===== src/design/dual_fenwick_tree_mod_sum_unit_assert.svh =====
// assertion macros shared by the fenwick sum unit rtl
// expects clk and rst in the scope where a macro is used
`ifndef DUAL_FENWICK_TREE_MOD_SUM_UNIT_ASSERT_SVH
`define DUAL_FENWICK_TREE_MOD_SUM_UNIT_ASSERT_SVH

// condition must hold whenever the antecedent holds, same cycle
`define DFTMS_IMPLIES(lbl, ante, cons) \
  lbl: assert property (@(posedge clk) disable iff (rst) (ante) |-> (cons)) \
    else $error("same-cycle implication violated");

// condition must hold in the cycle after the antecedent
`define DFTMS_NEXT(lbl, ante, cons) \
  lbl: assert property (@(posedge clk) disable iff (rst) (ante) |=> (cons)) \
    else $error("next-cycle implication violated");

`endif


===== src/design/dftms_pkg.sv =====
// shared types, codes and modular helpers for the fenwick sum unit
// no dependencies
package dftms_pkg;

  localparam int unsigned FIELD_W     = 13;
  localparam int unsigned DATA_W      = 30;
  localparam int unsigned ACT_W       = 2;
  localparam int unsigned QUEUE_DEPTH = 4;
  localparam int unsigned QPTR_W      = 2;

  localparam logic [DATA_W-1:0] PRIME = 30'd1000000007;

  // action codes, also used as command opcodes
  localparam logic [ACT_W-1:0] ACT_ADD   = 2'd0;
  localparam logic [ACT_W-1:0] ACT_QUERY = 2'd1;
  localparam logic [ACT_W-1:0] ACT_CLEAR = 2'd2;

  typedef struct packed {
    logic [ACT_W-1:0]   op;
    logic               tree;
    logic [FIELD_W-1:0] idx_a;   // add position or upper prefix end
    logic [FIELD_W-1:0] idx_b;   // lower prefix end
    logic [DATA_W-1:0]  addend;
  } cmd_t;

  // a + b mod prime, both operands below 2^30 and their sum below 2 * prime
  function automatic logic [DATA_W-1:0] mod_add(input logic [DATA_W-1:0] a,
                                                input logic [DATA_W-1:0] b);
    logic [DATA_W:0] s;
    s = {1'b0, a} + {1'b0, b};
    if (s >= {1'b0, PRIME}) begin
      s = s - {1'b0, PRIME};
    end
    return s[DATA_W-1:0];
  endfunction

  // a - b mod prime, both operands reduced
  function automatic logic [DATA_W-1:0] mod_sub(input logic [DATA_W-1:0] a,
                                                input logic [DATA_W-1:0] b);
    logic [DATA_W:0] s;
    if (a >= b) begin
      s = {1'b0, a} - {1'b0, b};
    end else begin
      s = {1'b0, a} + {1'b0, PRIME} - {1'b0, b};
    end
    return s[DATA_W-1:0];
  endfunction

endpackage


===== src/design/dftms_queue.sv =====
// short command queue between front and back ends
// depends on dftms_pkg
module dftms_queue (
  input  logic            clk,
  input  logic            rst,
  input  logic            push,
  input  dftms_pkg::cmd_t push_cmd,
  input  logic            pop,
  output dftms_pkg::cmd_t head,
  output logic            full,
  output logic            empty
);
  import dftms_pkg::*;

  cmd_t              slot [QUEUE_DEPTH];
  logic [QPTR_W-1:0] wr_ptr;
  logic [QPTR_W-1:0] rd_ptr;
  logic [QPTR_W:0]   count;

  assign full  = (count == (QPTR_W + 1)'(QUEUE_DEPTH));
  assign empty = (count == '0);
  assign head  = slot[rd_ptr];

  always_ff @(posedge clk) begin
    if (rst) begin
      wr_ptr <= '0;
      rd_ptr <= '0;
      count  <= '0;
    end else begin
      if (push) begin
        wr_ptr <= wr_ptr + QPTR_W'(1);
      end
      if (pop) begin
        rd_ptr <= rd_ptr + QPTR_W'(1);
      end
      if (push && !pop) begin
        count <= count + (QPTR_W + 1)'(1);
      end else if (pop && !push) begin
        count <= count - (QPTR_W + 1)'(1);
      end
    end
  end

  always_ff @(posedge clk) begin
    if (push) begin
      slot[wr_ptr] <= push_cmd;
    end
  end

endmodule


===== config.mk =====
export PLATFORM = sky130hd
export DESIGN_NAME = dftms_queue
export DESIGN_NICKNAME = d
export VERILOG_FILES = /design/src/design/dual_fenwick_tree_mod_sum_unit_assert.svh /design/src/design/dftms_pkg.sv /design/src/design/dftms_queue.sv
export SDC_FILE = /design/constraint.sdc
export NUM_CORES = 1
export LEC_CHECK = 0
export BUFFER_PORTS_ARGS = -buffer_cell sky130_fd_sc_hd__buf_2
export CAP_MARGIN = 20
export CORE_MARGIN = 5
export CORE_UTILIZATION = 57
export DETAILED_ROUTE_END_ITERATION = 12
export PLACE_DENSITY = 0.87
export SYNTH_ARGS = -nofsm -noshare
export SYNTH_HDL_FRONTEND = slang
export SYNTH_SLANG_ARGS = --single-unit

===== constraint.sdc =====
create_clock -name clk -period 3.1 [get_ports clk]
set_input_delay 0.62 -clock clk [delete_from_list [all_inputs] [get_ports clk]]
set_output_delay 0.62 -clock clk [all_outputs]
set_load 0.1 [all_outputs]

=== Word-level counts from Yosys, hierarchy flattened ===
Memory sizes are Yosys's and may differ from the RTL's. A register that Yosys moved wholly into a read port is not among the register bits.
Cells that the tools add are included.
Widths: inputs -> output; s select.

* Equality and inequality tests: 1
* Multipliers: 0
* Muxes and demuxes: 6
* Bitwise gates (word level): 0
* $add $sub $neg: 4
* Div/mod/pow operators: 0
* Shift operators: 0
* Magnitude comparators: 0
* Reductions and logical operators: 6

{| class="wikitable"
|+ Operators by type and width
! operator !! number
|-
| $mux 3 || 2
|-
| $add 2x1->2 const B || 2
|-
| $mux 2 || 2
|-
| $add 3x1->3 const B || 1
|-
| $eq 3x3->1 const B || 1
|-
| $logic_not 3->1 || 1
|-
| $sub 3x1->3 const B || 1
|-
| $logic_and 1x1->1 || 2
|-
| $logic_not 1->1 || 2
|-
| $mux 1 || 2
|-
| $reduce_bool 2->1 || 1
|}

* Bits in writable memories: 236
* Latch bits: 0
* Register bits after elaboration: 7
* Input bits: 63
* Word-level logic and storage cells: 21
* Output and inout port bits: 61
* Memories: 1
* Bits in read-only memories: 0

{| class="wikitable"
|+ Memories
! memory !! words !! width !! read ports !! clocked after memory_dff !! wr ports !! RTL line !! source
|-
| slot || 4 || 59 || 1 || 1 || 1 || dftms_queue.sv:15 || <nowiki>cmd_t slot [QUEUE_DEPTH];</nowiki>
|}

=== Longest topological paths before layout ===
* Word-level depth: 4
* Mapped depth: 7
* Depth with buffers taken out: 7

=== Least setup slack after synthesis ===
No wires, ideal clock.

* Kind: reg2out
* Start: register count[1]
* End: output port full
* Stages on the path, launching flop included: 2
* Path buffers: 0
* Data required time: 2.480 ns
* Path slack: -0.072 ns
* Arrival: 2.552 ns
* Path through: dfxtp_1 -> nor3b_1

* Longest elaborated chain between the ends: 1

{| class="wikitable"
|+ RTL lines
! what !! RTL line !! source
|-
| from (decl) || dftms_queue.sv:18 || <nowiki>logic [QPTR_W:0] count;</nowiki>
|-
| from (signal assigned) || dftms_queue.sv:37 || <nowiki>count <= count + (QPTR_W + 1)'(1);</nowiki>
|-
| from (signal assigned) || dftms_queue.sv:39 || <nowiki>count <= count - (QPTR_W + 1)'(1);</nowiki>
|-
| $eq 3x3->1 || dftms_queue.sv:20 || <nowiki>assign full = (count == (QPTR_W + 1)'(QUEUE_DEPTH));</nowiki>
|-
| to (decl) || dftms_queue.sv:10 || <nowiki>output logic full,</nowiki>
|}

Every way passes these cells.

==> results.txt <==
----------------------------------------------------
[STA]
  Achievable frequency ... 356.7 MHz
  Final Cycle Share ... 0.9044
  Actual transition at the worst max-transition pin ... 907.7 ps
  RSZ-0062 raised after global routing ... no
  Final Critical Period ... about 2800 ps
  Hold slack final ... 336.6 ps
  Summed negative setup slack over all endpoints ... 0 ps
  Setup slack after layout ... 296.3 ps
  Hold violation count in the final report ... 0
  Final Max Tran Viols ... 0
  Finish-stage setup viols ... 0
  Setup clock skew after layout ... around 6.2 ps
  Relative slew margins ... 0.3949

[Floorplanning]
  Die W ... between 100 and 150 um
  Die outline area ... about 18000 um^2
  I/O Pins ... about 120
  Starting utilization of the core area ... 0.5848
  Core Rows ... 45
  Die Y-Extent ... between 100 and 150 um
  Core box area ... 15310 um^2

[Place]
  Half-perimeter wire length of the detailed placement result ... 8751 um
  Quantity of I/O buffers inserted on ports ... approximately 120
  Total placed instance area ... 9808 um^2
  Last weighted congestion value of the routability-driven placer ... 0.7014
  Post-place setup slack ... ~760 ps

[Clock network]
  Clk pin slew, worst setup/hold paths ... 60 ps
  Max Buffers Root-to-Sink ... 3
  Number of buffers created by CTS ... 24
  Buffers inserted during post-CTS setup optimization ... 0
  CTS tree ... done
  H-Tree Depth ... 1
  Clock Sink Count ... 245
  Worst-Skew Late Latency ... roughly 490 ps
  CTS-repair resized insts ... 0
  Hold buffer count at cts ... 0
  Clock tree root buffer cell ... sky130_fd_sc_hd__clkbuf_16

[Global routing]
  Largest net degree at the start of global routing ... 60
  Global-route total usage across every layer ... 0.1700
  Number of global-route vias before repair ... roughly 4400
  Global-route wire length before repair ... 23880 um
  Initial antenna violation count ... 1
  Overflow left after global routing ... 0

[Cells and area]
  Final cell area excluding filler cells ... ~11000 um^2
  Final antenna diode count ... 0
  # fillers ... a little under 1000
  Nets ... between 500 and 600
  Area growth syn-to-layout ... 17.27%
  Fraction of final layout cells sized beyond drive strength 1 ... 0.4339

[Synth]
  Synth top area cells ... sky130_fd_sc_hd__edfxtp_1 (79%), sky130_fd_sc_hd__mux4_2 (15%), sky130_fd_sc_hd__dfxtp_1 (2.0%), sky130_fd_sc_hd__ha_1 (0.70%), sky130_fd_sc_hd__buf_12 (0.45%)
  Fraction of synthesized cell area taken by the top area cell type ... 0.7913
  Average footprint of a synthesized cell ... 25.37 um^2
  Proportion of synthesized chip area in sequential cells ... 0.8114
  Total standard cell area after synthesis ... approximately 9000 um^2
  Number of storage elements in the synthesis netlist ... 245
  Synth warn ... 0
  Cell taking the most area after synthesis ... sky130_fd_sc_hd__edfxtp_1
  Unique cell type count in the Yosys netlist ... 22
  Synthesized net count ... between 400 and 500
  Syn Inst Count ... 353

[Worst setup path]
  Type of element launching the critical path ... flip-flop
  Critical-path maximum fanout ... 17
  Critical path class ... reg2out
  CP cell instances ... buf_4, mux4_2, buf_2
  Slowest cell on crit path ... sky130_fd_sc_hd__mux4_2
  Worst Setup End Kind ... output pin
  Data required, critical path ... 2480 ps
  Worst stage delay on the critical path ... about 550 ps
  Data arrival at the endpoint of the critical path ... 2180 ps

[Drt]
  Wire length after detailed routing ... about 15000 um
  Routed Antenna Nets ... 0
  Via count ... between 3000 and 4000
  Wire per inst ... between 20 and 25 um
  DRC viols ... 0
  First-iteration detailed-routing DRC count ... about 240
  Routed via count divided by cell count ... roughly 5.5
  Initial DRT Pass Iterations ... 4

[Pwr]
  Sw Share ... 0.2965
  Cell leakage power ... 3.546 nW
  Combinational group share of total power ... 0.194
  Power Total ... 7.962 mW
  Clock network fraction of design power ... 0.322
  Seq pwr share ... 0.484
  Internal power ... 5.601 mW
  Max IR drop VDD ... approximately 500 uV
  Ratio of total power to cell area ... 758.1 nW/um^2
  Power spent charging and discharging nets ... roughly 2.4 mW

[Outcome]
  Run status ... complete, no violations

[Min path]
  Type of the most critical hold path ... in2reg

[Flow run]
  Max-cap viol count ... 0

----------------------------------------------------
==> metrics by stage <==
stage               utilization  std cells
CTS                      0.6858        718
floorplan                     -        353
finish                   0.6858        718
global route             0.6858        718
global placement         0.6404        676
detailed placement       0.6404        676
==> worst paths after layout <==
kind / start / cells after the start / endpoint / slack, ps
setup / recovery: flip-flop / 3 / head[8] / 300
hold / removal: push_cmd[29] / 1 / slot[1][29] / 340
setup reg to reg: wr_ptr[0] / 3 / slot[2][21] / 1360
hold reg to reg: count[2] / 2 / count[2] / 530
==> sequential cells by signal, summed over array words and instances (netlist names), named ones only <==
name and cells:
slot 236, rd_ptr 2, count 3, wr_ptr 2
==> cell usage after synthesis <==
| cell type | instances |
|---|---|
| sky130_fd_sc_hd__inv_1 | 4 |
| sky130_fd_sc_hd__dfxtp_1 | 9 |
| sky130_fd_sc_hd__nor2_1 | 7 |
| sky130_fd_sc_hd__and2_1 | 4 |
| sky130_fd_sc_hd__nor3b_1 | 1 |
| sky130_fd_sc_hd__buf_6 | 1 |
| sky130_fd_sc_hd__xnor2_1 | 2 |
| sky130_fd_sc_hd__or3_1 | 1 |
| sky130_fd_sc_hd__xor2_1 | 3 |
| sky130_fd_sc_hd__clkbuf_1 | 5 |
| sky130_fd_sc_hd__buf_4 | 4 |
| sky130_fd_sc_hd__ha_1 | 5 |
| sky130_fd_sc_hd__mux2i_1 | 2 |
| sky130_fd_sc_hd__nor3_1 | 1 |
| sky130_fd_sc_hd__buf_12 | 2 |
| sky130_fd_sc_hd__mux4_2 | 59 |
| sky130_fd_sc_hd__edfxtp_1 | 236 |
| sky130_fd_sc_hd__buf_2 | 3 |
| sky130_fd_sc_hd__a21oi_1 | 1 |
| sky130_fd_sc_hd__o21ai_0 | 1 |
| sky130_fd_sc_hd__nand2_1 | 1 |
| sky130_fd_sc_hd__fa_1 | 1 |
==> area by class of cell <==
cell class                      count  area, um^2  share of cell area
Clock buffer                       35       663.1             0.06314
Clock inverter                      7       31.28            0.002978
Inverter                            4       15.01            0.001430
Multi-Input combinational cell     89        1574              0.1499
Sequential cell                   245        7272              0.6924
Tap cell                          211       264.0             0.02514
Timing Repair Buffer              127       683.2             0.06505
==> cell families after synthesis <==
family,Yosys count,synth area share
buffers and inverters,19,0.01453
DFF,245,0.8114
xor gates and xnor gates,5,0.004891
AOI/OAI and AO/OA,2,0.001117
adders and majority gates,6,0.009221
and+or+nand+nor,15,0.008242
muxes,61,0.1506
==> routing by layer <==
| layer | share of wire | global-route usage | up-vias |
|---|---|---|---|
| met5 | 0.00086 | 0 | - |
| met4 | 0.011 | 0.03695 | 2 |
| met3 | 0.077 | 0.03715 | 18 |
| met2 | 0.52 | 0.2926 | 153 |
| met1 | 0.40 | 0.2272 | 2033 |
| li1 | - | - | 1769 |
==> power groups by stage <==
stage          Clock, mW  Combinational [mW]  Sequential [mW]
2_1_floorplan          0                1.31             3.91
3_3_place_gp           0                1.54             3.91
3_5_place_dp           0                1.56             3.92
4_1_cts             2.61                1.56             3.86
5_1_grt             2.79                1.61             3.86
6_report            2.56                1.55             3.85
==> layout by cell type (no fill, tap or decap) <==
| cell | n |
|---|---|
| sky130_fd_sc_hd__a21oi_1 | 1 |
| sky130_fd_sc_hd__and2_4 | 4 |
| sky130_fd_sc_hd__buf_12 | 3 |
| sky130_fd_sc_hd__buf_2 | 123 |
| sky130_fd_sc_hd__buf_4 | 1 |
| sky130_fd_sc_hd__clkbuf_1 | 10 |
| sky130_fd_sc_hd__clkbuf_16 | 25 |
| sky130_fd_sc_hd__clkinv_1 | 5 |
| sky130_fd_sc_hd__clkinv_2 | 1 |
| sky130_fd_sc_hd__clkinvlp_4 | 1 |
| sky130_fd_sc_hd__dfxtp_1 | 7 |
| sky130_fd_sc_hd__dfxtp_2 | 1 |
| sky130_fd_sc_hd__dfxtp_4 | 1 |
| sky130_fd_sc_hd__edfxtp_1 | 236 |
| sky130_fd_sc_hd__fa_1 | 1 |
| sky130_fd_sc_hd__ha_1 | 5 |
| sky130_fd_sc_hd__inv_1 | 4 |
| sky130_fd_sc_hd__mux2i_1 | 2 |
| sky130_fd_sc_hd__mux4_2 | 59 |
| sky130_fd_sc_hd__nand2_1 | 1 |
| sky130_fd_sc_hd__nor2_1 | 7 |
| sky130_fd_sc_hd__nor3_1 | 1 |
| sky130_fd_sc_hd__nor3b_2 | 1 |
| sky130_fd_sc_hd__o21ai_0 | 1 |
| sky130_fd_sc_hd__or3_1 | 1 |
| sky130_fd_sc_hd__xnor2_1 | 2 |
| sky130_fd_sc_hd__xor2_1 | 3 |
==> worst max-delay path, delay by kind of cell, from the launching register on <==
kind,cells,cell delay (ps)
buffers and inverters,2,660
flip-flops,1,450
multiplexers,1,550
No activity file was read; power rests on OpenSTA's default activity.
