### src/design/dual_fenwick_tree_mod_sum_unit_assert.svh
// assertion macros shared by the fenwick sum unit rtl
// expects clk and rst in the scope where a macro is used
`ifndef DUAL_FENWICK_TREE_MOD_SUM_UNIT_ASSERT_SVH
`define DUAL_FENWICK_TREE_MOD_SUM_UNIT_ASSERT_SVH

// condition must hold whenever the antecedent holds, same cycle
`define DFTMS_IMPLIES(lbl, ante, cons) \
  lbl: assert property (@(posedge clk) disable iff (rst) (ante) |-> (cons)) \
    else $error("same-cycle implication violated");

// condition must hold in the cycle after the antecedent
`define DFTMS_NEXT(lbl, ante, cons) \
  lbl: assert property (@(posedge clk) disable iff (rst) (ante) |=> (cons)) \
    else $error("next-cycle implication violated");

`endif

### src/design/dftms_pkg.sv
// shared types, codes and modular helpers for the fenwick sum unit
// no dependencies
package dftms_pkg;

  localparam int unsigned FIELD_W     = 13;
  localparam int unsigned DATA_W      = 30;
  localparam int unsigned ACT_W       = 2;
  localparam int unsigned QUEUE_DEPTH = 4;
  localparam int unsigned QPTR_W      = 2;

  localparam logic [DATA_W-1:0] PRIME = 30'd1000000007;

  // action codes, also used as command opcodes
  localparam logic [ACT_W-1:0] ACT_ADD   = 2'd0;
  localparam logic [ACT_W-1:0] ACT_QUERY = 2'd1;
  localparam logic [ACT_W-1:0] ACT_CLEAR = 2'd2;

  typedef struct packed {
    logic [ACT_W-1:0]   op;
    logic               tree;
    logic [FIELD_W-1:0] idx_a;   // add position or upper prefix end
    logic [FIELD_W-1:0] idx_b;   // lower prefix end
    logic [DATA_W-1:0]  addend;
  } cmd_t;

  // a + b mod prime, both operands below 2^30 and their sum below 2 * prime
  function automatic logic [DATA_W-1:0] mod_add(input logic [DATA_W-1:0] a,
                                                input logic [DATA_W-1:0] b);
    logic [DATA_W:0] s;
    s = {1'b0, a} + {1'b0, b};
    if (s >= {1'b0, PRIME}) begin
      s = s - {1'b0, PRIME};
    end
    return s[DATA_W-1:0];
  endfunction

  // a - b mod prime, both operands reduced
  function automatic logic [DATA_W-1:0] mod_sub(input logic [DATA_W-1:0] a,
                                                input logic [DATA_W-1:0] b);
    logic [DATA_W:0] s;
    if (a >= b) begin
      s = {1'b0, a} - {1'b0, b};
    end else begin
      s = {1'b0, a} + {1'b0, PRIME} - {1'b0, b};
    end
    return s[DATA_W-1:0];
  endfunction

endpackage

### src/design/dftms_if.sv
// valid/ready channel interfaces for items and results
// depends on dftms_pkg
interface dftms_item_if;
  import dftms_pkg::*;

  logic               valid;
  logic               ready;
  logic [ACT_W-1:0]   action;
  logic               tree_select;
  logic [FIELD_W-1:0] position;
  logic [DATA_W-1:0]  addend;
  logic [FIELD_W-1:0] left_bound;
  logic [FIELD_W-1:0] right_bound;

  modport source (output valid, action, tree_select, position, addend, left_bound,
                  right_bound, input ready);
  modport sink (input valid, action, tree_select, position, addend, left_bound,
                right_bound, output ready);
endinterface


### src/design/dftms_front.sv
// front end: accepts input beats, drops no-op items, clamps bounds, reduces addend
// depends on dftms_pkg and dftms_if
module dftms_front #(
  parameter int unsigned TREE_SIZE = 4096
) (
  dftms_item_if.sink        item,
  input  logic              full,
  output logic              push,
  output dftms_pkg::cmd_t   cmd
);
  import dftms_pkg::*;

  localparam int unsigned CW = ($clog2(TREE_SIZE + 1) > FIELD_W) ?
                               $clog2(TREE_SIZE + 1) : FIELD_W;
  localparam logic [CW-1:0] TS_C = CW'(TREE_SIZE);

  logic               accept;
  logic               keep;
  logic [FIELD_W-1:0] lower;
  logic [FIELD_W-1:0] hi_sat;
  logic [FIELD_W-1:0] lo_sat;

  assign item.ready = !full;
  assign accept     = item.valid && item.ready;

  always_comb begin
    lower  = (item.left_bound == '0) ? '0 : item.left_bound - FIELD_W'(1);
    hi_sat = (CW'(item.right_bound) > TS_C) ? TS_C[FIELD_W-1:0] : item.right_bound;
    lo_sat = (CW'(lower) > TS_C) ? TS_C[FIELD_W-1:0] : lower;

    case (item.action)
      ACT_ADD: begin
        keep = (item.position != '0) && (CW'(item.position) <= TS_C);
      end
      ACT_QUERY, ACT_CLEAR: begin
        keep = 1'b1;
      end
      default: begin
        keep = 1'b0;
      end
    endcase

    cmd.op     = item.action;
    cmd.tree   = item.tree_select;
    cmd.idx_a  = (item.action == ACT_ADD) ? item.position : hi_sat;
    cmd.idx_b  = lo_sat;
    cmd.addend = mod_add(item.addend, '0);
  end

  assign push = accept && keep;

endmodule

### src/flat_wrapper.sv
// flat-port wrapper written by rule: the top's interface ports become plain ports
module dftms_front_flat import dftms_pkg::*;
#(
  parameter int unsigned TREE_SIZE = 4096
)
  (full, push, cmd, item_valid, item_action, item_tree_select, item_position, item_addend, item_left_bound, item_right_bound, item_ready);
  dftms_item_if item_i ();
  input  logic full;
  output logic push;
  output dftms_pkg::cmd_t cmd;
  input wire logic [$bits(item_i.valid)-1:0] item_valid;
  input wire logic [$bits(item_i.action)-1:0] item_action;
  input wire logic [$bits(item_i.tree_select)-1:0] item_tree_select;
  input wire logic [$bits(item_i.position)-1:0] item_position;
  input wire logic [$bits(item_i.addend)-1:0] item_addend;
  input wire logic [$bits(item_i.left_bound)-1:0] item_left_bound;
  input wire logic [$bits(item_i.right_bound)-1:0] item_right_bound;
  output wire logic [$bits(item_i.ready)-1:0] item_ready;
  assign item_i.valid = item_valid;
  assign item_i.action = item_action;
  assign item_i.tree_select = item_tree_select;
  assign item_i.position = item_position;
  assign item_i.addend = item_addend;
  assign item_i.left_bound = item_left_bound;
  assign item_i.right_bound = item_right_bound;
  assign item_ready = item_i.ready;
  dftms_front #(.TREE_SIZE(TREE_SIZE)) u_core (.item(item_i), .full(full), .push(push), .cmd(cmd));
endmodule
### config.mk
export PLATFORM = sky130hd
export DESIGN_NAME = dftms_front_flat
export DESIGN_NICKNAME = d
export VERILOG_FILES = /design/src/design/dual_fenwick_tree_mod_sum_unit_assert.svh /design/src/design/dftms_pkg.sv /design/src/design/dftms_if.sv /design/src/design/dftms_front.sv /design/src/flat_wrapper.sv
export SDC_FILE = /design/constraint.sdc
export NUM_CORES = 1
export LEC_CHECK = 0
export ABC_CLOCK_PERIOD_IN_PS = 2000
export BUFFER_PORTS_ARGS = -buffer_cell sky130_fd_sc_hd__clkbuf_2
export CAP_MARGIN = 40
export CORE_MARGIN = 4
export CORE_UTILIZATION = 36
export DETAILED_ROUTE_END_ITERATION = 10
export PLACE_DENSITY = 0.8
export SLEW_MARGIN = 20
export SYNTH_ARGS = -nofsm -noshare
export SYNTH_HDL_FRONTEND = slang
export SYNTH_SLANG_ARGS = --single-unit
export TNS_END_PERCENT = 1
### constraint.sdc
create_clock -name vclk -period 2
set_input_delay 0.1 -clock vclk [all_inputs]
set_output_delay 0.1 -clock vclk [all_outputs]
set_load 0.02 [all_outputs]
Yosys cells after proc, flatten, opt, wreduce, memory -nomap -nowiden
Cells that the tools add are included.
{"block": "classes", "mux": 6, "n_addsub": 2, "eq_ne": 2, "n_reduce_logical": 8, "order_cmp": 4}
{"operator": "$mux W13", "count": 4}
{"operator": "$ge A30 B30 Y1 const B", "count": 1}
{"operator": "$mux W30", "count": 1}
{"operator": "$sub A30 B30 Y30 const B", "count": 1}
{"operator": "$gt A13 B13 Y1 const B", "count": 2}
{"operator": "$le A13 B13 Y1 const B", "count": 1}
{"operator": "$logic_not A13 Y1", "count": 1}
{"operator": "$reduce_bool A13 Y1", "count": 1}
{"operator": "$sub A13 B1 Y13 const B", "count": 1}
{"operator": "$logic_and A1 B1 Y1", "count": 3}
{"operator": "$eq A2 B1 Y1 const B", "count": 1}
{"operator": "$eq A2 B2 Y1 const B", "count": 1}
{"operator": "$logic_not A2 Y1", "count": 1}
{"operator": "$pmux W1 S2", "count": 1}
{"operator": "$reduce_or A2 Y1", "count": 1}
{"operator": "$logic_not A1 Y1", "count": 1}
{"block": "totals", "elab_cells": 22, "reg_bits": 0}

Depth between registers and ports, before layout
Gate-level depths: netlist of the first run.
{"block": "depth", "word_depth": 4, "ltp_mapped": 8, "depth_no_buf": 8}

Worst setup path after synthesis of the first run
No wires, ideal clock.
{"block": "synth_path", "path_kind": "input port to output port", "startpoint": "input item_left_bound[0]", "endpoint": "output cmd[34] (netlist name)", "cell_stages": 8, "arrival_time_ns": 2.117, "path_slack_ns": -0.217, "required_ns": 1.900, "path_cell_list": "inv_1 > ha_1 > nor3b_2 > nand3b_1 > or3_1 > a2111oi_4 > o22ai_4 > nor2_1"}
{"element": "from (decl)", "line": "flat_wrapper.sv:16", "rtl": "input wire logic [$bits(item_i.left_bound)-1:0] item_left_bound;"}
{"element": "to (decl)", "line": "flat_wrapper.sv:10", "rtl": "output dftms_pkg::cmd_t cmd;"}

==> flow_summary.yaml, run 1 <==
worst_setup_path:
  startpoint: "item_left_bound[3]"
  required_ps: 1900
  max_stage_delay_ps: 580
  cp_slowest_cell: "or4_4"
  cp-start-kind: "input pin"
  worstSetupPathType: "input pin to output port"
  cp_cell_sequence: "clkbuf_2 -> or4_4 -> o41ai_4 -> nand3_2 -> a2111oi_4 -> o22ai_4 -> a21oi_4 -> buf_8"
  critPathArrivalTime_ps: 2270
  crit_path_end_kind: "output port"
  critPathMaxFanout: 7
layout:
  stdcell_area_um2: 2938
  fin_nets: 483
  design.seq.count: 0
  area_growth_pct: 92.30
  diodes: 0
  fillers: 307
  final_common_cell: "clkbuf_2"
  n_clock_buffer: 0
  layout_common_cells: "clkbuf_2, buf_4, nor2_1, nand2_1, xnor2_2"
  drive_gt1_share_pct: 58.21
  area.sequential_um2: 0
global_routing:
  antenna_found_initial: 0
  grt_pass1_wl_um: 10400
  grt_pass1_vias: 2405
  grt_max_degree: 17
  overflow: 0
  grtUsageTotal_pct: 23.25
routing:
  routed_via_density: 5.604
  ant_nets: 0
  drt_wl_total_um: 7177
  drt-initial-drc-count: 115
  dr.pass1.iters: 4
  vias: 2533
  drc: 0
  wl_per_cell_um: 15.88
power_and_ir_drop:
  worst_ir_drop_vdd_mv: 0.1494
  p_per_area_nw_per_um2: 226.6
  total_power_mw: 0.6657
  p_leak_nw: 1.436
yosys:
  seq_area_frac_synth_pct: 0
  synthAdderAreaFrac_pct: 4.095
  synth-xor-area-share_pct: 17.20
  synthCells: 234
  synth_compound_area_share_pct: 32.43
  syn_avg_cell_area_um2: 6.529
  synth_simple_gate_area_share_pct: 35.79
  synth_warnings: 0
  synth_top_family_by_area: "simple AND/OR/NAND/NOR gates"
  syn_nets: 313
  synth_area_um2: 1528
  synth_cell_types: 60
  synth_mux_area_share_pct: 2.375
sta:
  fin_crit_sh_pct: 118.3
  setup_viol: 13
  slew_headroom_pct: 53.47
  layout_min_cycle_time_ps: 2365
  rsz0062_at_grt: "yes"
  max_slew.worst_pin.slew_ps: 697.9
  fin_ws_ps: -365.4
  hold_viol: 0
  tns_ps: -3185
  hold_slack_ps: 200.2
  drv_slew: 0
  fmax_mhz: 422.8
die:
  start_util_pct: 37.65
  ioPinCount: 135
  dieHeight_um: 73.15
  core-area_um2: 4058
  die_w_um: 73.15
  dieArea_um2: 5350
  row_count: 23
job:
  maxCapViolCount: 0
placed_design:
  place_area_um2: 2731
  port_buffers: 133
  place_congestion: 0.8888
  dp_hpwl_um: 5529
run_status:
  failed_checks: "setup timing"
  status: "complete, but fails checks"
clock_tree:
  hold_buffers: 0
min_path:
  hold_path_class: "input pin to output port"
  hp-start: "item_tree_select"
-- layer usage --
layer / global-route usage [%] / routed length (µm) / part of all wire (%)
met3: 3.306 / 678 / 9.4
met2: 45.98 / 3677 / 51
met4: 5.328 / 231 / 3.2
met5: 0 / 0 / 0
met1: 25.41 / 2589 / 36
-- critical path: cells and delay by family --
kind | cells | cell delay (ps)
simple gates | 2 | 750
buf+inv | 2 | 220
compound gates | 4 | 1200
-- final cells by class --
cell class	count	area [µm²]	share of cell area, %
Multi-Input combinational cell	208	1713	58.30
Timing Repair Buffer	179	1101	37.48
Tap cell	50	62.56	2.129
Inverter	15	61.31	2.087
-- timing repair --
| item | in CTS | in global routing |
|---|---|---|
| endpoints found under the setup margin | 25 | 41 |
| resized for setup | 21 | 31 |
| buffers inserted | 0 | 2 |
| endpoints found under the hold margin | 0 | 0 |
| pin swaps | 2 | 8 |
| gates cloned | 0 | 0 |
-- power by group --
part	internal (mW)	switching (mW)	leakage, nW	total, mW
sequential	0	0	0	0
combinational	0.290	0.376	1.44	0.666
clock	0	0	0	0
-- final timing paths --
path,endpoint,cells past startpoint
hold / removal,cmd[56],0
setup / recovery,cmd[33],8
-- cell usage after synthesis, drive strengths merged, types with 3 or more instances --
| cell | number | area share, % |
|---|---|---|
| xnor2 | 26 | 15 |
| xor2 | 4 | 2.3 |
| nor4 | 12 | 4.9 |
| o21ai | 16 | 5.5 |
| o211ai | 3 | 1.5 |
| o31ai | 4 | 2.0 |
| nand3 | 9 | 2.9 |
| ha | 5 | 4.1 |
| nand2 | 17 | 4.2 |
| inv | 15 | 3.7 |
| or4 | 4 | 2.2 |
| nor3 | 8 | 2.9 |
| nor2b | 4 | 1.8 |
| a22o | 10 | 5.7 |
| clkbuf | 3 | 0.74 |
| a21oi | 13 | 4.5 |
| nor2 | 30 | 7.4 |
| nand4 | 3 | 1.2 |
| a31oi | 3 | 1.2 |
| buf | 8 | 3.7 |
| a21o | 3 | 1.5 |
-- through the flow --
stage          utilization [%]  setup slack [ps]  std cells
6_report                 72.40            -365.4        452
5_1_grt                  72.40            -422.6        452
4_1_cts                  69.16            -359.9        450
3_5_place_dp             67.31            -408.8        450
3_3_place_gp             67.31            -338.4        450
2_1_floorplan                -            -95.35        234
-- kinds of logic (layout without fill, tap and decap cells) --
logic type / count (synthesis) / count (layout)
XOR/XNOR: 30 / 30
buffers and inverters: 26 / 194
multiplexers: 3 / 3
AND/OR/NAND/NOR: 103 / 103
AO/OA/AOI/OAI: 67 / 67
adder cells (fa/ha/maj): 5 / 5
No activity file was read; power rests on OpenSTA's default activity.
==> inputs of run 2 (changes only) <==
--- a/config.mk
+++ b/config.mk
@@ -11,7 +11,8 @@
 export CORE_MARGIN = 4
 export CORE_UTILIZATION = 36
 export DETAILED_ROUTE_END_ITERATION = 10
-export PLACE_DENSITY = 0.8
+export PLACE_DENSITY = 0.91
+export SKIP_LAST_GASP = 1
 export SLEW_MARGIN = 20
 export SYNTH_ARGS = -nofsm -noshare
 export SYNTH_HDL_FRONTEND = slang
==> run 2 against run 1 <==
Compared with the run above:
- non-clock buffer count fell by 5
- final area shrank 4.9%
- first-iteration DRC count is 12% higher
- sequential share of layout area did not move
- the run still ends with setup timing left
==> flow_summary.yaml, run 2 (synthesis results as in run 1) <==
routing:
  drt-initial-drc-count: 129
  drt_wl_total_um: 6760
  vias: 2542
  drc: 0
  dr.pass1.iters: 4
  wl_per_cell_um: 15.12
  ant_nets: 0
  routed_via_density: 5.687
power_and_ir_drop:
  p_sw_share_pct: 57.45
  p_clk_share_pct: 0
  worst_ir_drop_vdd_mv: 0.1461
  p_per_area_nw_per_um2: 225.9
  p_int_mw: 0.2685
  p_leak_nw: 1.386
  comb_power_share_pct: 100.0
  seqPwrFrac_pct: 0
  total_power_mw: 0.6310
  netSwitchingPower_mw: 0.3625
global_routing:
  grtUsageMet2_pct: 44.99
  grt_max_degree: 29
  grt_busiest_layer: "met2"
  overflow: 0
  grtUsageTotal_pct: 23.11
  use_met3_pct: 3.306
  grt_pass1_vias: 2480
  gr-usage-met1_pct: 25.08
  antenna_found_initial: 0
  grt_pass1_wl_um: 10380
layout:
  fillers: 305
  area_growth_pct: 82.80
  multiInputGateArea_um2: 1669
  area.sequential_um2: 0
  final_common_cell: "clkbuf_2"
  layout_common_cells: "clkbuf_2, buf_4, nor2_1, nand2_1, xnor2_2"
  drive_gt1_share_pct: 56.17
  fin_nets: 478
  n_clock_buffer: 0
  design.seq.count: 0
  diodes: 0
  final_util_pct: 68.83
sta:
  fin_ws_ps: -366.5
  layout_min_cycle_time_ps: 2366
  hold_viol: 0
  max_slew.worst_pin.slew_ps: 726.9
  drv_slew: 0
  fin_crit_sh_pct: 118.3
  rsz0062_at_grt: "yes"
  fmax_mhz: 422.6
  slew_headroom_pct: 51.54
  setup_viol: 19
worst_setup_path:
  cp_slowest_cell: "or4_4"
  crit_path_end_kind: "output port"
  max_stage_delay_ps: 590
  cp-start-kind: "input pin"
  critPathMaxFanout: 7
  worstSetupPathType: "input pin to output port"
  critPathArrivalTime_ps: 2270
  required_ps: 1900
  cp_cell_sequence: "buf_6 -> or4_4 -> or4_4 -> o211ai_1 -> a2111oi_4 -> o22ai_4 -> nor2b_4 -> buf_6"
placed_design:
  port_buffers: 133
  dp_hpwl_um: 5532
  place_congestion: 0.9556
  place_ws_ps: -425.5
run_status:
  status: "complete, but fails checks"
  failed_checks: "setup timing"
clock_tree:
  hold_buffers: 0
die:
  dieArea_um2: 5350
  row_count: 23
  core-area_um2: 4058
  die_w_um: 73.15
  start_util_pct: 37.65
  dieHeight_um: 73.15
  ioPinCount: 135
min_path:
  hold_path_class: "input pin to output port"
  hold_depth: 0
job:
  maxCapViolCount: 0
==> run 2: changes by cell type in the layout (fill, tap and decap cells not counted), sizes merged <==
cell    before  now
buf         54   48
clkbuf     125  126
==> run 2: worst max-delay path: cells and delay by family <==
family / cells / cell delay [ps]
compound gates: 3 / 730
buf+inv: 2 / 240
simple gates: 3 / 1190
==> run 2: metal layers <==
| layer | wire, µm | share of wire, % |
|---|---|---|
| met2 | 3476 | 51 |
| met5 | 0 | 0 |
| met1 | 2516 | 37 |
| met3 | 579 | 8.6 |
| met4 | 188 | 2.8 |
==> run 2: final timing paths <==
check	start	end	slack, ps
hold / removal	item_tree_select	cmd[56]	200
setup / recovery	item_left_bound[3]	cmd[32]	-370
==> run 2: layout make-up <==
class	count	share of cell area [%]
multi-input cells	208	59.77
inverters	15	2.016
repair buffers	174	35.98
well taps	50	2.240
==> run 2: what timing repair did <==
item                                    4_1_cts  5_1_grt
resized for setup                             4       19
pin swaps                                     1        8
hold endpoints to repair                      0        0
buffers inserted                              0        2
endpoints found under the setup margin       21       37
==> run 2: metrics by stage <==
stage	hold slack [ps]	cell area [µm²]	instances	setup TNS, ps
2_1_floorplan	232.4	1740	234	-1958
3_3_place_gp	200.1	2706	445	-3323
3_5_place_dp	200.1	2706	445	-4573
4_1_cts	200.1	2721	445	-3858
5_1_grt	200.1	2793	447	-6364
6_report	200.0	2793	447	-3737
==> run 2: power groups by stage <==
stage / Sequential, mW / Combinational (mW) / Clock (mW)
after global routing: 0 / 0.677 / 0
after floorplan: 0 / 0.328 / 0
final: 0 / 0.631 / 0
after CTS: 0 / 0.611 / 0
after global placement: 0 / 0.592 / 0
after detailed placement: 0 / 0.606 / 0
==> inputs of run 3 (changes only) <==
--- a/config.mk
+++ b/config.mk
@@ -5,13 +5,14 @@
 export SDC_FILE = /design/constraint.sdc
 export NUM_CORES = 1
 export LEC_CHECK = 0
+export ABC_AREA = 1
 export ABC_CLOCK_PERIOD_IN_PS = 2000
 export BUFFER_PORTS_ARGS = -buffer_cell sky130_fd_sc_hd__clkbuf_2
 export CAP_MARGIN = 40
 export CORE_MARGIN = 4
-export CORE_UTILIZATION = 36
+export CORE_UTILIZATION = 41
 export DETAILED_ROUTE_END_ITERATION = 10
-export PLACE_DENSITY = 0.91
+export PLACE_DENSITY = 0.93
 export SKIP_LAST_GASP = 1
 export SLEW_MARGIN = 20
 export SYNTH_ARGS = -nofsm -noshare
==> run 3 against run 2 <==
Compared with the run above:
- the flow now finishes without violations
- final area is 2.6% higher
- count of clock-buffer cells in the layout unchanged
- hold slack about the same
- die area rose by 16%
- combinational power is 4.8% lower
- sequential cell count unchanged
- cell count rose by 39%
- first-iteration DRC count is 29% higher
- largest power group unchanged
- highest routed layer unchanged
==> flow_summary.yaml, run 3 <==
yosys:
  seq_area_frac_synth_pct: 0
  syn_nets: 500
  syn_avg_cell_area_um2: 4.889
  yosys.area.top_type_share_pct: 18.60
  synth_area_leaders: "nand2_1, inv_1, nand3_1"
  synth_area_um2: 2058
  yosys.cell_count.top_type: "nand2_1"
  synth_largest_area_cell: "nand2_1"
  synth_common_cells: "nand2_1, inv_1, nor2_1"
  synthCells: 421
  synth_warnings: 0
  synth_cell_types: 36
job:
  maxCapViolCount: 0
global_routing:
  grt_pass1_wl_um: 11380
  antenna_found_initial: 0
  grt_max_degree: 35
  grt_pass1_vias: 2890
  overflow: 0
  grtUsageTotal_pct: 21.17
placed_design:
  dp_hpwl_um: 6183
  port_buffers: 133
  place_ws_ps: -58.58
  place_congestion: 0.9066
routing:
  dr.pass1.iters: 4
  vias: 3155
  drt-initial-drc-count: 167
  drt_wl_total_um: 7257
  routed_via_density: 5.072
  ant_nets: 0
  drc: 0
  wl_per_cell_um: 11.67
layout:
  area.sequential_um2: 0
  fin_nets: 636
  multiInputGateArea_um2: 1704
  design.seq.count: 0
  area_growth_pct: 39.15
  final_util_pct: 59.84
  n_clock_buffer: 0
  layout_common_cells: "clkbuf_2, nand2_1, inv_1, nor2_1, nand3_1"
  fillers: 456
  final_common_cell: "clkbuf_2"
  drive_gt1_share_pct: 32.61
  diodes: 0
sta:
  layout_min_cycle_time_ps: 1916
  setup_viol: 0
  hold_slack_ps: 200.2
  max_slew.worst_pin.slew_ps: 547.9
  drv_slew: 0
  hold_viol: 0
  fin_ws_ps: 83.58
  fin_crit_sh_pct: 95.82
  rsz0062_at_grt: "yes"
  fmax_mhz: 521.8
  slew_headroom_pct: 63.43
power_and_ir_drop:
  worst_ir_drop_vdd_mv: 0.1218
  total_power_mw: 0.6006
  p_leak_nw: 1.668
  p_per_area_nw_per_um2: 209.7
die:
  die_w_um: 78.85
  core-area_um2: 4786
  row_count: 25
  start_util_pct: 43.01
  dieHeight_um: 78.85
  ioPinCount: 135
  dieArea_um2: 6217
min_path:
  hold_end: "cmd[56]"
  hp-start: "item_tree_select"
  hold_depth: 0
  hold_path_class: "input pin to output port"
worst_setup_path:
  critPathArrivalTime_ps: 1820
  startpoint: "item_addend[0]"
  cp_cell_sequence: "clkbuf_2 -> ha_1 -> nand2_2 -> inv_2 -> nor2_4 -> nand2_1 -> nand2_1 -> nand2_2 -> inv_2 -> nand2_2 -> nand3_4 -> nand2_8 -> buf_4 -> nand2_1 -> nand2_1 -> nand2_1 -> clkbuf_4"
  critPathMaxFanout: 16
  worstSetupPathType: "input pin to output port"
  cp_common_cell: "nand2_1"
  cp_slowest_cell: "ha_1"
  crit_path_end_kind: "output port"
  cp-start-kind: "input pin"
  max_stage_delay_ps: 230
  required_ps: 1900
run_status:
  status: "complete, no violations"
==> run 3: how the worst max path moves through the flow <==
stage,endpoint,slack [ps],cells after the start
floorplan,cmd[5],240,13
global placement,cmd[24],40,17
detailed placement,cmd[24],-60,16
CTS,cmd[24],8,17
global route,cmd[17],-50,17
finish,cmd[17],80,17
==> run 3: what timing repair did <==
item | CTS | global route
endpoints found under the setup margin | 4 | 33
gates resized for setup | 1 | 22
buffers inserted | 0 | 4
hold buffers | 0 | 0
gates cloned | 0 | 1
pin swaps | 0 | 2
==> run 3: critical path: cells and delay by family <==
family | cells | cell delay (ps)
and+or+nand+nor | 11 | 890
buffers and inverters | 5 | 570
adders and majority gates | 1 | 230
==> run 3: metal layers <==
layer	part of all wire [%]	vias to the layer above	track usage [%]
met5	0	-	0
met4	1.8	0	4.983
met3	8.9	18	3.401
met2	53	147	44.23
met1	37	1375	21.36
li1	-	1615	-
==> run 3: cell families after synthesis <==
group	share of synthesized area (%)
adders and majority gates	3.040
and+or+nand+nor	56.17
buffers and inverters	19.03
AOI/OAI and AO/OA	14.53
xor gates and xnor gates	7.234
==> run 3: report_power, final <==
| group | internal (mW) | switching [mW] |
|---|---|---|
| logic | 0.211 | 0.390 |
| clock network | 0 | 0 |
| registers | 0 | 0 |
| total | 0.211 | 0.390 |
==> run 3: cell type report <==
type | count | share of cell area [%]
multi-input combinational | 330 | 59.50
tap | 67 | 2.927
timing repair buffer | 144 | 26.95
inverter | 81 | 10.62
==> run 3: per-stage QoR <==
step,TNS [ps],instances,instance area [µm²]
after floorplan,0,421,2058
after global placement,0,617,2773
after detailed placement,-155.1,617,2773
after CTS,0,617,2781
after global routing,-546.9,622,2864
final,0,622,2864
